$ cat src/design/hsv2rgb_pkg.sv
// hsv2rgb_pkg: shared constants, word types and the divide-by-full-scale helper
// for the hsv to rgb converter. No dependencies.
`timescale 1ns / 1ps

package hsv2rgb_pkg;

    // colour and hue number formats
    localparam int COLOR_BITS    = 8;
    localparam int HUE_FRAC_BITS = 6;
    localparam int HUE_W         = 15;
    localparam int SECTOR_DEG    = 60;

    // derived sizes
    localparam int COLOR_FULL  = (1 << COLOR_BITS) - 1;
    localparam int SECTOR_SPAN = SECTOR_DEG << HUE_FRAC_BITS;
    localparam int REM_W       = $clog2(SECTOR_SPAN + 1);
    localparam int SECTOR_MAX  = ((1 << HUE_W) - 1) / SECTOR_SPAN;
    localparam int SECTOR_W    = $clog2(SECTOR_MAX + 1);
    localparam int DEN         = COLOR_FULL * SECTOR_SPAN;
    localparam int DEN_W       = $clog2(DEN + 1);
    localparam int PROD_W      = 2 * COLOR_BITS;
    localparam int X_W         = COLOR_BITS + DEN_W;

    // 60 degrees = 15 * 4 * 2^frac, so the span splits into a shift and a divide by 15
    localparam int SPAN_SHIFT  = HUE_FRAC_BITS + 2;
    localparam int Y_W         = X_W - SPAN_SHIFT;
    localparam int DIV15       = 15;
    localparam int RECIP15     = 4369;   // 0x1111, just under 2^16 / 15
    localparam int RECIP_SHIFT = 16;
    localparam int RECIP_W     = 32;

    // input word
    typedef struct packed {
        logic [HUE_W-1:0]      hue;
        logic [COLOR_BITS-1:0] saturation;
        logic [COLOR_BITS-1:0] brightness;
    } hsv_word_t;

    // result word
    typedef struct packed {
        logic [COLOR_BITS-1:0] red;
        logic [COLOR_BITS-1:0] green;
        logic [COLOR_BITS-1:0] blue;
    } rgb_word_t;

    // exact floor(x / full scale): estimate low by at most one, then one correction
    function automatic logic [COLOR_BITS-1:0] div_full(input logic [PROD_W-1:0] x);
        logic [PROD_W:0]     a;
        logic [COLOR_BITS:0] q0;
        logic [PROD_W:0]     r;
        a  = {1'b0, x} + (PROD_W + 1)'(x >> COLOR_BITS);
        q0 = a[PROD_W:COLOR_BITS];
        r  = {1'b0, x} - ((PROD_W + 1)'(q0) << COLOR_BITS) + (PROD_W + 1)'(q0);
        if (r >= (PROD_W + 1)'(COLOR_FULL)) begin
            q0 = q0 + 1'b1;
        end
        return q0[COLOR_BITS-1:0];
    endfunction

endpackage

$ cat src/design/hsv_to_rgb_converter_top.sv
// hsv_to_rgb_converter_top: seven-stage pipelined hsv to rgb pixel converter
// depends on hsv2rgb_pkg for word types, sizes and the divide helper
`timescale 1ns / 1ps

// Usage
//   s_valid/s_ready/s_data carry one hsv word per handshake: hue in degrees
//   with 6 fraction bits, saturation and brightness as 8-bit fractions
//   (255 is 1.0). m_valid/m_ready/m_data carry the rgb word, 8 bits a colour.
//   With m_ready held high, the edge that accepts the word loads the first
//   of seven register stages; m_valid rises when the word reaches the last.
//   Throughput is one word per cycle while m_ready stays high; the stages,
//   in order, are:
//   sector split, p/q/t weights, brightness products, divide-by-15 estimate,
//   its correction, divide by full scale, sector select into the output reg.
//   Each stage carries its own valid bit and loads whenever it is empty or
//   the stage after it moves, so bubbles close up and a word held at the
//   output does not stop earlier stages from filling.
//   When the receiver stalls the output word holds; s_ready drops only once
//   every stage holds a word. Nothing is lost or repeated.
//   Reset (aresetn low, synchronous) empties the pipeline; there is no other
//   state, and zero saturation falls out of the arithmetic as grey.

module hsv_to_rgb_converter_top
    import hsv2rgb_pkg::*;
(
    input  logic      aclk,
    input  logic      aresetn,
    input  logic      s_valid,
    output logic      s_ready,
    input  hsv_word_t s_data,
    output logic      m_valid,
    input  logic      m_ready,
    output rgb_word_t m_data
);

    localparam int NSTAGE = 7;

    // sector codes
    localparam logic [SECTOR_W-1:0] SECT_0 = SECTOR_W'(0);
    localparam logic [SECTOR_W-1:0] SECT_1 = SECTOR_W'(1);
    localparam logic [SECTOR_W-1:0] SECT_2 = SECTOR_W'(2);
    localparam logic [SECTOR_W-1:0] SECT_3 = SECTOR_W'(3);
    localparam logic [SECTOR_W-1:0] SECT_4 = SECTOR_W'(4);

    typedef struct packed {
        logic [SECTOR_W-1:0]   sector;
        logic [REM_W-1:0]      rem;
        logic [REM_W-1:0]      remc;
        logic [COLOR_BITS-1:0] s;
        logic [COLOR_BITS-1:0] v;
    } st1_t;

    typedef struct packed {
        logic [SECTOR_W-1:0]   sector;
        logic [DEN_W-1:0]      wq;
        logic [DEN_W-1:0]      wt;
        logic [PROD_W-1:0]     pv;
        logic [COLOR_BITS-1:0] v;
    } st2_t;

    typedef struct packed {
        logic [SECTOR_W-1:0]   sector;
        logic [X_W-1:0]        xq;
        logic [X_W-1:0]        xt;
        logic [COLOR_BITS-1:0] p;
        logic [COLOR_BITS-1:0] v;
    } st3_t;

    typedef struct packed {
        logic [SECTOR_W-1:0]   sector;
        logic [Y_W-1:0]        yq;
        logic [Y_W-1:0]        yt;
        logic [RECIP_W-1:0]    mq;
        logic [RECIP_W-1:0]    mt;
        logic [COLOR_BITS-1:0] p;
        logic [COLOR_BITS-1:0] v;
    } st4_t;

    typedef struct packed {
        logic [SECTOR_W-1:0]   sector;
        logic [PROD_W-1:0]     zq;
        logic [PROD_W-1:0]     zt;
        logic [COLOR_BITS-1:0] p;
        logic [COLOR_BITS-1:0] v;
    } st5_t;

    typedef struct packed {
        logic [SECTOR_W-1:0]   sector;
        logic [COLOR_BITS-1:0] q;
        logic [COLOR_BITS-1:0] t;
        logic [COLOR_BITS-1:0] p;
        logic [COLOR_BITS-1:0] v;
    } st6_t;

    logic [NSTAGE:1] vld_reg;
    logic [NSTAGE:1] load;

    st1_t      st1_reg, st1_next;
    st2_t      st2_reg, st2_next;
    st3_t      st3_reg, st3_next;
    st4_t      st4_reg, st4_next;
    st5_t      st5_reg, st5_next;
    st6_t      st6_reg, st6_next;
    rgb_word_t out_reg, out_next;

    // load enables: a stage moves when empty or when the next one moves
    always_comb begin
        load[NSTAGE] = !vld_reg[NSTAGE] || m_ready;
        for (int i = NSTAGE - 1; i >= 1; i--) begin
            load[i] = !vld_reg[i] || load[i+1];
        end
    end

    assign s_ready = load[1];
    assign m_valid = vld_reg[NSTAGE];
    assign m_data  = out_reg;

    // stage 1: split hue into sector and remainder by constant compares
    always_comb begin
        logic [HUE_W-1:0] base;
        logic [HUE_W-1:0] rem_full;
        st1_next.sector = '0;
        base            = '0;
        for (int k = 1; k <= SECTOR_MAX; k++) begin
            if (s_data.hue >= HUE_W'(k * SECTOR_SPAN)) begin
                st1_next.sector = SECTOR_W'(k);
                base            = HUE_W'(k * SECTOR_SPAN);
            end
        end
        rem_full      = s_data.hue - base;
        st1_next.rem  = rem_full[REM_W-1:0];
        st1_next.remc = REM_W'(SECTOR_SPAN) - rem_full[REM_W-1:0];
        st1_next.s    = s_data.saturation;
        st1_next.v    = s_data.brightness;
    end

    // stage 2: saturation weights for q and t, brightness product for p
    always_comb begin
        logic [DEN_W-1:0] sr;
        logic [DEN_W-1:0] sdr;
        sr              = DEN_W'(st1_reg.s) * DEN_W'(st1_reg.rem);
        sdr             = DEN_W'(st1_reg.s) * DEN_W'(st1_reg.remc);
        st2_next.wq     = DEN_W'(DEN) - sr;
        st2_next.wt     = DEN_W'(DEN) - sdr;
        st2_next.pv     = PROD_W'(st1_reg.v) * PROD_W'(COLOR_FULL - int'(st1_reg.s));
        st2_next.sector = st1_reg.sector;
        st2_next.v      = st1_reg.v;
    end

    // stage 3: brightness times weights, p finished by divide by full scale
    always_comb begin
        st3_next.xq     = X_W'(st2_reg.v) * X_W'(st2_reg.wq);
        st3_next.xt     = X_W'(st2_reg.v) * X_W'(st2_reg.wt);
        st3_next.p      = div_full(st2_reg.pv);
        st3_next.sector = st2_reg.sector;
        st3_next.v      = st2_reg.v;
    end

    // stage 4: drop the power-of-two part of the span, reciprocal multiply by 1/15
    always_comb begin
        st4_next.yq     = st3_reg.xq[X_W-1:SPAN_SHIFT];
        st4_next.yt     = st3_reg.xt[X_W-1:SPAN_SHIFT];
        st4_next.mq     = RECIP_W'(st3_reg.xq[X_W-1:SPAN_SHIFT]) * RECIP_W'(RECIP15);
        st4_next.mt     = RECIP_W'(st3_reg.xt[X_W-1:SPAN_SHIFT]) * RECIP_W'(RECIP15);
        st4_next.sector = st3_reg.sector;
        st4_next.p      = st3_reg.p;
        st4_next.v      = st3_reg.v;
    end

    // stage 5: divide-by-15 correction, the estimate is low by at most one
    always_comb begin
        logic [PROD_W-1:0] eq;
        logic [PROD_W-1:0] et;
        logic [Y_W-1:0]    rq;
        logic [Y_W-1:0]    rt;
        eq = st4_reg.mq[RECIP_SHIFT +: PROD_W];
        et = st4_reg.mt[RECIP_SHIFT +: PROD_W];
        rq = st4_reg.yq - Y_W'(eq) * Y_W'(DIV15);
        rt = st4_reg.yt - Y_W'(et) * Y_W'(DIV15);
        st5_next.zq     = (rq >= Y_W'(DIV15)) ? eq + 1'b1 : eq;
        st5_next.zt     = (rt >= Y_W'(DIV15)) ? et + 1'b1 : et;
        st5_next.sector = st4_reg.sector;
        st5_next.p      = st4_reg.p;
        st5_next.v      = st4_reg.v;
    end

    // stage 6: q and t finished by divide by full scale
    always_comb begin
        st6_next.q      = div_full(st5_reg.zq);
        st6_next.t      = div_full(st5_reg.zt);
        st6_next.sector = st5_reg.sector;
        st6_next.p      = st5_reg.p;
        st6_next.v      = st5_reg.v;
    end

    // stage 7: per-sector selection into the output word
    always_comb begin
        case (st6_reg.sector)
            SECT_0:  out_next = '{red: st6_reg.v, green: st6_reg.t, blue: st6_reg.p};
            SECT_1:  out_next = '{red: st6_reg.q, green: st6_reg.v, blue: st6_reg.p};
            SECT_2:  out_next = '{red: st6_reg.p, green: st6_reg.v, blue: st6_reg.t};
            SECT_3:  out_next = '{red: st6_reg.p, green: st6_reg.q, blue: st6_reg.v};
            SECT_4:  out_next = '{red: st6_reg.t, green: st6_reg.p, blue: st6_reg.v};
            default: out_next = '{red: st6_reg.v, green: st6_reg.p, blue: st6_reg.q};
        endcase
    end

    // valid bits
    always_ff @(posedge aclk) begin
        if (!aresetn) begin
            vld_reg <= '0;
        end else begin
            for (int i = NSTAGE; i >= 2; i--) begin
                if (load[i]) begin
                    vld_reg[i] <= vld_reg[i-1];
                end
            end
            if (load[1]) begin
                vld_reg[1] <= s_valid;
            end
        end
    end

    // stage data registers
    always_ff @(posedge aclk) begin
        if (load[1]) begin
            st1_reg <= st1_next;
        end
        if (load[2]) begin
            st2_reg <= st2_next;
        end
        if (load[3]) begin
            st3_reg <= st3_next;
        end
        if (load[4]) begin
            st4_reg <= st4_next;
        end
        if (load[5]) begin
            st5_reg <= st5_next;
        end
        if (load[6]) begin
            st6_reg <= st6_next;
        end
        if (load[7]) begin
            out_reg <= out_next;
        end
    end

    // an empty output stage means the whole pipeline can move
    a_ready_when_drained: assert property (@(posedge aclk) disable iff (!aresetn)
        !m_valid |-> s_ready)
        else $error("s_ready low while the output stage is empty");

    // remainder stays inside one sector
    a_rem_in_sector: assert property (@(posedge aclk) disable iff (!aresetn)
        vld_reg[1] |-> (st1_reg.rem < REM_W'(SECTOR_SPAN)))
        else $error("hue remainder outside its sector");

    // p, q and t never exceed brightness
    a_pqt_bounded: assert property (@(posedge aclk) disable iff (!aresetn)
        vld_reg[6] |-> (st6_reg.p <= st6_reg.v && st6_reg.q <= st6_reg.v &&
                        st6_reg.t <= st6_reg.v))
        else $error("p, q or t above brightness");

    // a word leaving stage 6 arrives at the output
    a_stage6_to_out: assert property (@(posedge aclk) disable iff (!aresetn)
        (vld_reg[6] && load[7]) |=> m_valid)
        else $error("word lost between stage 6 and the output register");

    // a stalled output word keeps the pipeline behind it from overwriting it
    a_out_held: assert property (@(posedge aclk) disable iff (!aresetn)
        (m_valid && !m_ready) |=> (m_valid && $stable(out_reg)))
        else $error("output register changed while stalled");

endmodule

$ cat config.mk
export PLATFORM = sky130hd
export DESIGN_NAME = hsv_to_rgb_converter_top
export DESIGN_NICKNAME = d
export VERILOG_FILES = /design/src/design/hsv2rgb_pkg.sv /design/src/design/hsv_to_rgb_converter_top.sv
export SDC_FILE = /design/constraint.sdc
export NUM_CORES = 2
export LEC_CHECK = 0
export BUFFER_PORTS_ARGS = -buffer_cell sky130_fd_sc_hd__buf_2
export CORE_MARGIN = 1
export CORE_UTILIZATION = 25
export CTS_CLUSTER_SIZE = 40
export DETAILED_ROUTE_END_ITERATION = 7
export GPL_ROUTABILITY_DRIVEN = 0
export SLEW_MARGIN = 10
export SYNTH_ARGS = -nofsm -noshare
export SYNTH_HDL_FRONTEND = slang
export SYNTH_SLANG_ARGS = --single-unit
$ cat constraint.sdc
create_clock -name aclk -period 17.2 [get_ports aclk]
set_input_delay 4.3 -clock aclk [delete_from_list [all_inputs] [get_ports aclk]]
set_output_delay 4.3 -clock aclk [all_outputs]
set_load 0.01 [all_outputs]
# Word level (Yosys, flattened, before mapping)
# Index checks and enable logic that the tools add are counted.
[totals]
ff_bits = 431
wordCells = 125
[op_classes]
n_addsub = 21
n_mul = 9
magnitude_cmp = 13
eq_ne = 4
mux = 21
reduce_logical = 15
[ops]
columns = ["operator", "count"]
rows = [
  ["one-hot mux 24 bit (5 select lines)", 1],
  ["two-way mux 12 bit", 8],
  ["multiplier 20 x 13 -> 32 bit (second input constant)", 2],
  ["greater-or-equal comparator 15 bit (second input constant)", 4],
  ["multiplier 8 x 20 -> 28 bit", 2],
  ["adder 16 x 8 -> 17 bit", 3],
  ["adder 17 x 9 -> 17 bit", 3],
  ["greater-or-equal comparator 17 x 8 -> 1 bit (second input constant)", 3],
  ["subtractor 16 x 17 -> 17 bit", 3],
  ["greater-or-equal comparator 20 x 4 -> 1 bit (second input constant)", 2],
  ["multiplier 16 x 4 -> 20 bit (second input constant)", 2],
  ["multiplier 8 x 12 -> 20 bit", 2],
  ["subtractor 20 bit", 2],
  ["subtractor 20 bit (first input constant)", 2],
  ["adder 16 x 1 -> 16 bit (second input constant)", 2],
  ["two-way mux 16 bit", 2],
  ["greater-or-equal comparator 15 x 14 -> 1 bit (second input constant)", 2],
  ["adder 8 x 1 -> 8 bit (second input constant)", 3],
  ["two-way mux 8 bit", 3],
  ["multiplier 9 x 9 -> 16 bit", 1],
  ["two-way mux 4 bit", 4],
  ["greater-or-equal comparator 15 x 12 -> 1 bit (second input constant)", 1],
  ["greater-or-equal comparator 15 x 13 -> 1 bit (second input constant)", 1],
  ["subtractor 12 bit", 1],
  ["other kinds (10)", 24],
]

# Longest topological paths before layout
[logic_depth]
depth_word = 11
mapped_depth = 25
ltp_nobuf = 23

# Worst setup path before layout
# OpenSTA, ideal clock, no wires.
[synth_timing]
path_type = "in2out"
from = "input port m_ready"
to = "output port s_ready"
arrival_ns = 5.958
slack_ns = 6.942
path_stages = 5
path_buffers = 0
cell_sequence = "nor2b_1 > and3_1 > and2_1 > and3_1 > nand2_1"
[synth_between]
elab_chain_len = 7
[synth_rtl]
columns = ["element", "line", "rtl"]
rows = [
  ["from (decl)", "hsv_to_rgb_converter_top.sv:32", "input logic m_ready,"],
  ["logical OR 1 bit", "hsv_to_rgb_converter_top.sv:108", "load[NSTAGE] = !vld_reg[NSTAGE] || m_ready;"],
  ["logical OR 1 bit (6 in a row)", "hsv_to_rgb_converter_top.sv:110", "load[i] = !vld_reg[i] || load[i+1];"],
  ["to (decl)", "hsv_to_rgb_converter_top.sv:29", "output logic s_ready,"],
]
# No other way between the ends.

# Worst setup path after layout
# Ends and elaborated chain as after synthesis.

==> results.py <==
metrics = {
    "layout": {
        "largest_reg_flops": 92,
        "synthToLayoutAreaGrowth_pct": 10.2,
        "fin_nets": 5589,
        "drive_gt1_share_pct": 4.61,
    },
    "synth": {
        "synthCells": 4426,
        "yosys_most_used_dff": "edfxtp_1",
        "syn_area_um2": 44600,
        "synthArstFlopShare_pct": 0,
        "synth_edf_count": 374,
        "synth_seq_area_share_pct": 25.5,
        "postSynthAreaPerCell_um2": 10.1,
        "yosys_warnings": 0,
        "yosysUniqueCellTypes": 83,
        "synthesis.nets": 5557,
        "ys_seq_elements": 381,
    },
    "global_routing": {
        "grt_overflow_total": 0,
        "antenna_found_initial": 10,
        "track_usage_pct": 10.6,
        "grt_pass1_wl_mm": 157,
        "grtUsageMet1_pct": 13.7,
        "grtUsageMet2_pct": 18.8,
        "top_usage_layer": "met2",
        "grt_max_degree": 68,
        "grt_pass1_vias": 31200,
        "gr-usage-met3_pct": 0.901,
    },
    "placement": {
        "portBuffers": 60,
        "hpwl_mm": 75.9,
    },
    "critical_path": {
        "path_cells": "buf_2 -> nor2b_1 -> and3_1 -> and2_1 -> and3_1 -> nand2_2 -> buf_2",
        "critPathLaunchType": "input port",
        "endpoint_kind": "primary output",
        "crit_slowest_cell": "nor2b_1",
        "crit_required_ns": 12.90,
        "worst-path-buf-inv": 2,
        "worstPathArrival_ns": 6.01,
        "rrSetupSlack_ns": 10.85,
        "slowest_delay_ns": 0.33,
        "path_max_fanout": 5,
        "worst-setup-path-type": "in2out",
        "cp_top_family": "simple AND/OR/NAND/NOR gates",
    },
    "status": {
        "outcome": "complete, no violations",
    },
    "clocking": {
        "clock_path_buffers": 3,
        "tritoncts": "done",
        "cts_buffers": 44,
        "clock_sinks": 381,
        "clock_latency_ns": 0.60,
        "root_buffer": "clkbuf_16",
        "ctsResizeCount": 0,
        "cts_setup_buffers": 0,
        "cts_hold_buf": 0,
        "clkSlewWorstSetupHoldPaths_ns": 0.06,
        "h-tree-depth": 2,
    },
    "sta": {
        "rsz0062_at_grt": "no",
        "setup_viol": 0,
        "worst_pin_slew_ns": 1.13,
        "slew_headroom_pct": 24.4,
        "fin_crit_ns": 10.31,
        "fin_crit_sh_pct": 60.0,
        "clock_skew_ns": 0.0193,
        "fin_tns_setup_ns": 0,
        "report.final.slew_viol_count": 0,
        "fmax_ghz": 0.0970,
        "hold_violations": 0,
    },
    "floorplan": {
        "floorplan.die_area_um2": 180000,
        "coreArea_um2": 177000,
        "die_w_um": 424,
        "rows": 154,
        "initial_utilization_pct": 25.2,
        "io_pins": 61,
        "die_y_um": 424,
    },
    "route": {
        "drt-initial-drc-count": 1784,
        "drtAntennaViolNets": 0,
        "avgViaCountPerCell": 4.38,
        "vias": 29900,
        "wl_per_cell_um": 13.8,
        "drcViolationCount": 0,
        "dr.pass1.iters": 7,
        "wirelength_mm": 94.1,
    },
    "run": {
        "maxCapViolations": 0,
    },
    "worst_hold_path": {
        "hold_class": "reg2reg",
    },
}
[kinds of logic after synthesis]
logic type	count (synthesis)	synth area share, %
buffers and inverters	953	8.05
XOR/XNOR	219	4.34
AO/OA/AOI/OAI	569	8.41
multiplexers	32	0.755
adder cells (fa/ha/maj)	1098	39.3
AND/OR/NAND/NOR	1174	13.7
flip-flops	381	25.5
[final cells by class]
class	instances	area (um^2)
clock inverter	30	355
inverter	858	3220
multi-input combinational	3092	29600
timing repair buffer	81	458
antenna	1	2.50
fill	18400	128000
clock buffer	49	1140
sequential	381	11400
tap	2340	2930
[layout by cell type (no fill, tap or decap), types with 57 or more instances in the layout]
cell / Yosys / routed
a21oi_1: 158 / 158
ha_1: 592 / 592
fa_1: 504 / 504
nand2b_1: 57 / 57
o21ai_0: 118 / 118
and2_1: 291 / 291
xnor2_1: 171 / 171
nor2b_1: 82 / 82
edfxtp_1: 374 / 374
nand2_1: 341 / 338
nand3_1: 65 / 65
inv_1: 858 / 855
nor2_1: 150 / 150
a21o_1: 58 / 58
buf_2: 2 / 60
[routing by layer]
metal  share of wire [%]  up-vias
met5                   0        -
met4                 2.2        0
met3                 3.2      125
met2                  48      509
met1                  46    14700
li1                    -    14600
[cell usage after synthesis, types with 17 or more instances]
cell type	number	area (um^2)
a211oi_1	32	240
a21o_1	58	435
a21oi_1	158	791
a31oi_1	19	119
and2_1	291	1820
and3_1	33	206
clkbuf_1	90	338
edfxtp_1	374	11200
fa_1	504	10100
ha_1	592	7410
inv_1	858	3220
mux2i_1	19	190
nand2_1	341	1280
nand2b_1	57	357
nand3_1	65	325
nand4_1	31	194
nor2_1	150	563
nor2b_1	82	513
nor3_1	46	230
o211ai_1	17	128
o21a_1	35	263
o21ai_0	118	591
xnor2_1	171	1500
xor2_1	47	412
[final timing paths]
path                                         endpoint  cells past startpoint                  from
worst max-delay path                          s_ready                      7               m_ready
worst min-delay path             st6_reg[1]$_DFFE_PP_                      0  st5_reg[1]$_DFFE_PP_
worst max register to register  st3_reg[43]$_DFFE_PP_                     20  st2_reg[7]$_DFFE_PP_
worst min register to register   st6_reg[1]$_DFFE_PP_                      0  st5_reg[1]$_DFFE_PP_
[metrics by stage]
step	std cells	cell area (um^2)	util [%]	setup slack [ns]	hold slack, ns
3_3_place_gp	6752	47600	26.9	6.88	0.404
2_1_floorplan	4426	44600	-	6.94	0.400
4_1_cts	6831	49100	27.8	6.88	0.416
6_report	6832	49100	27.8	6.89	0.414
5_1_grt	6832	49100	27.8	6.75	0.420
3_5_place_dp	6752	47600	26.9	6.90	0.405
Power is not shown: default switching activity piles up to over one toggle a cycle in this logic, so the estimate is an artifact.
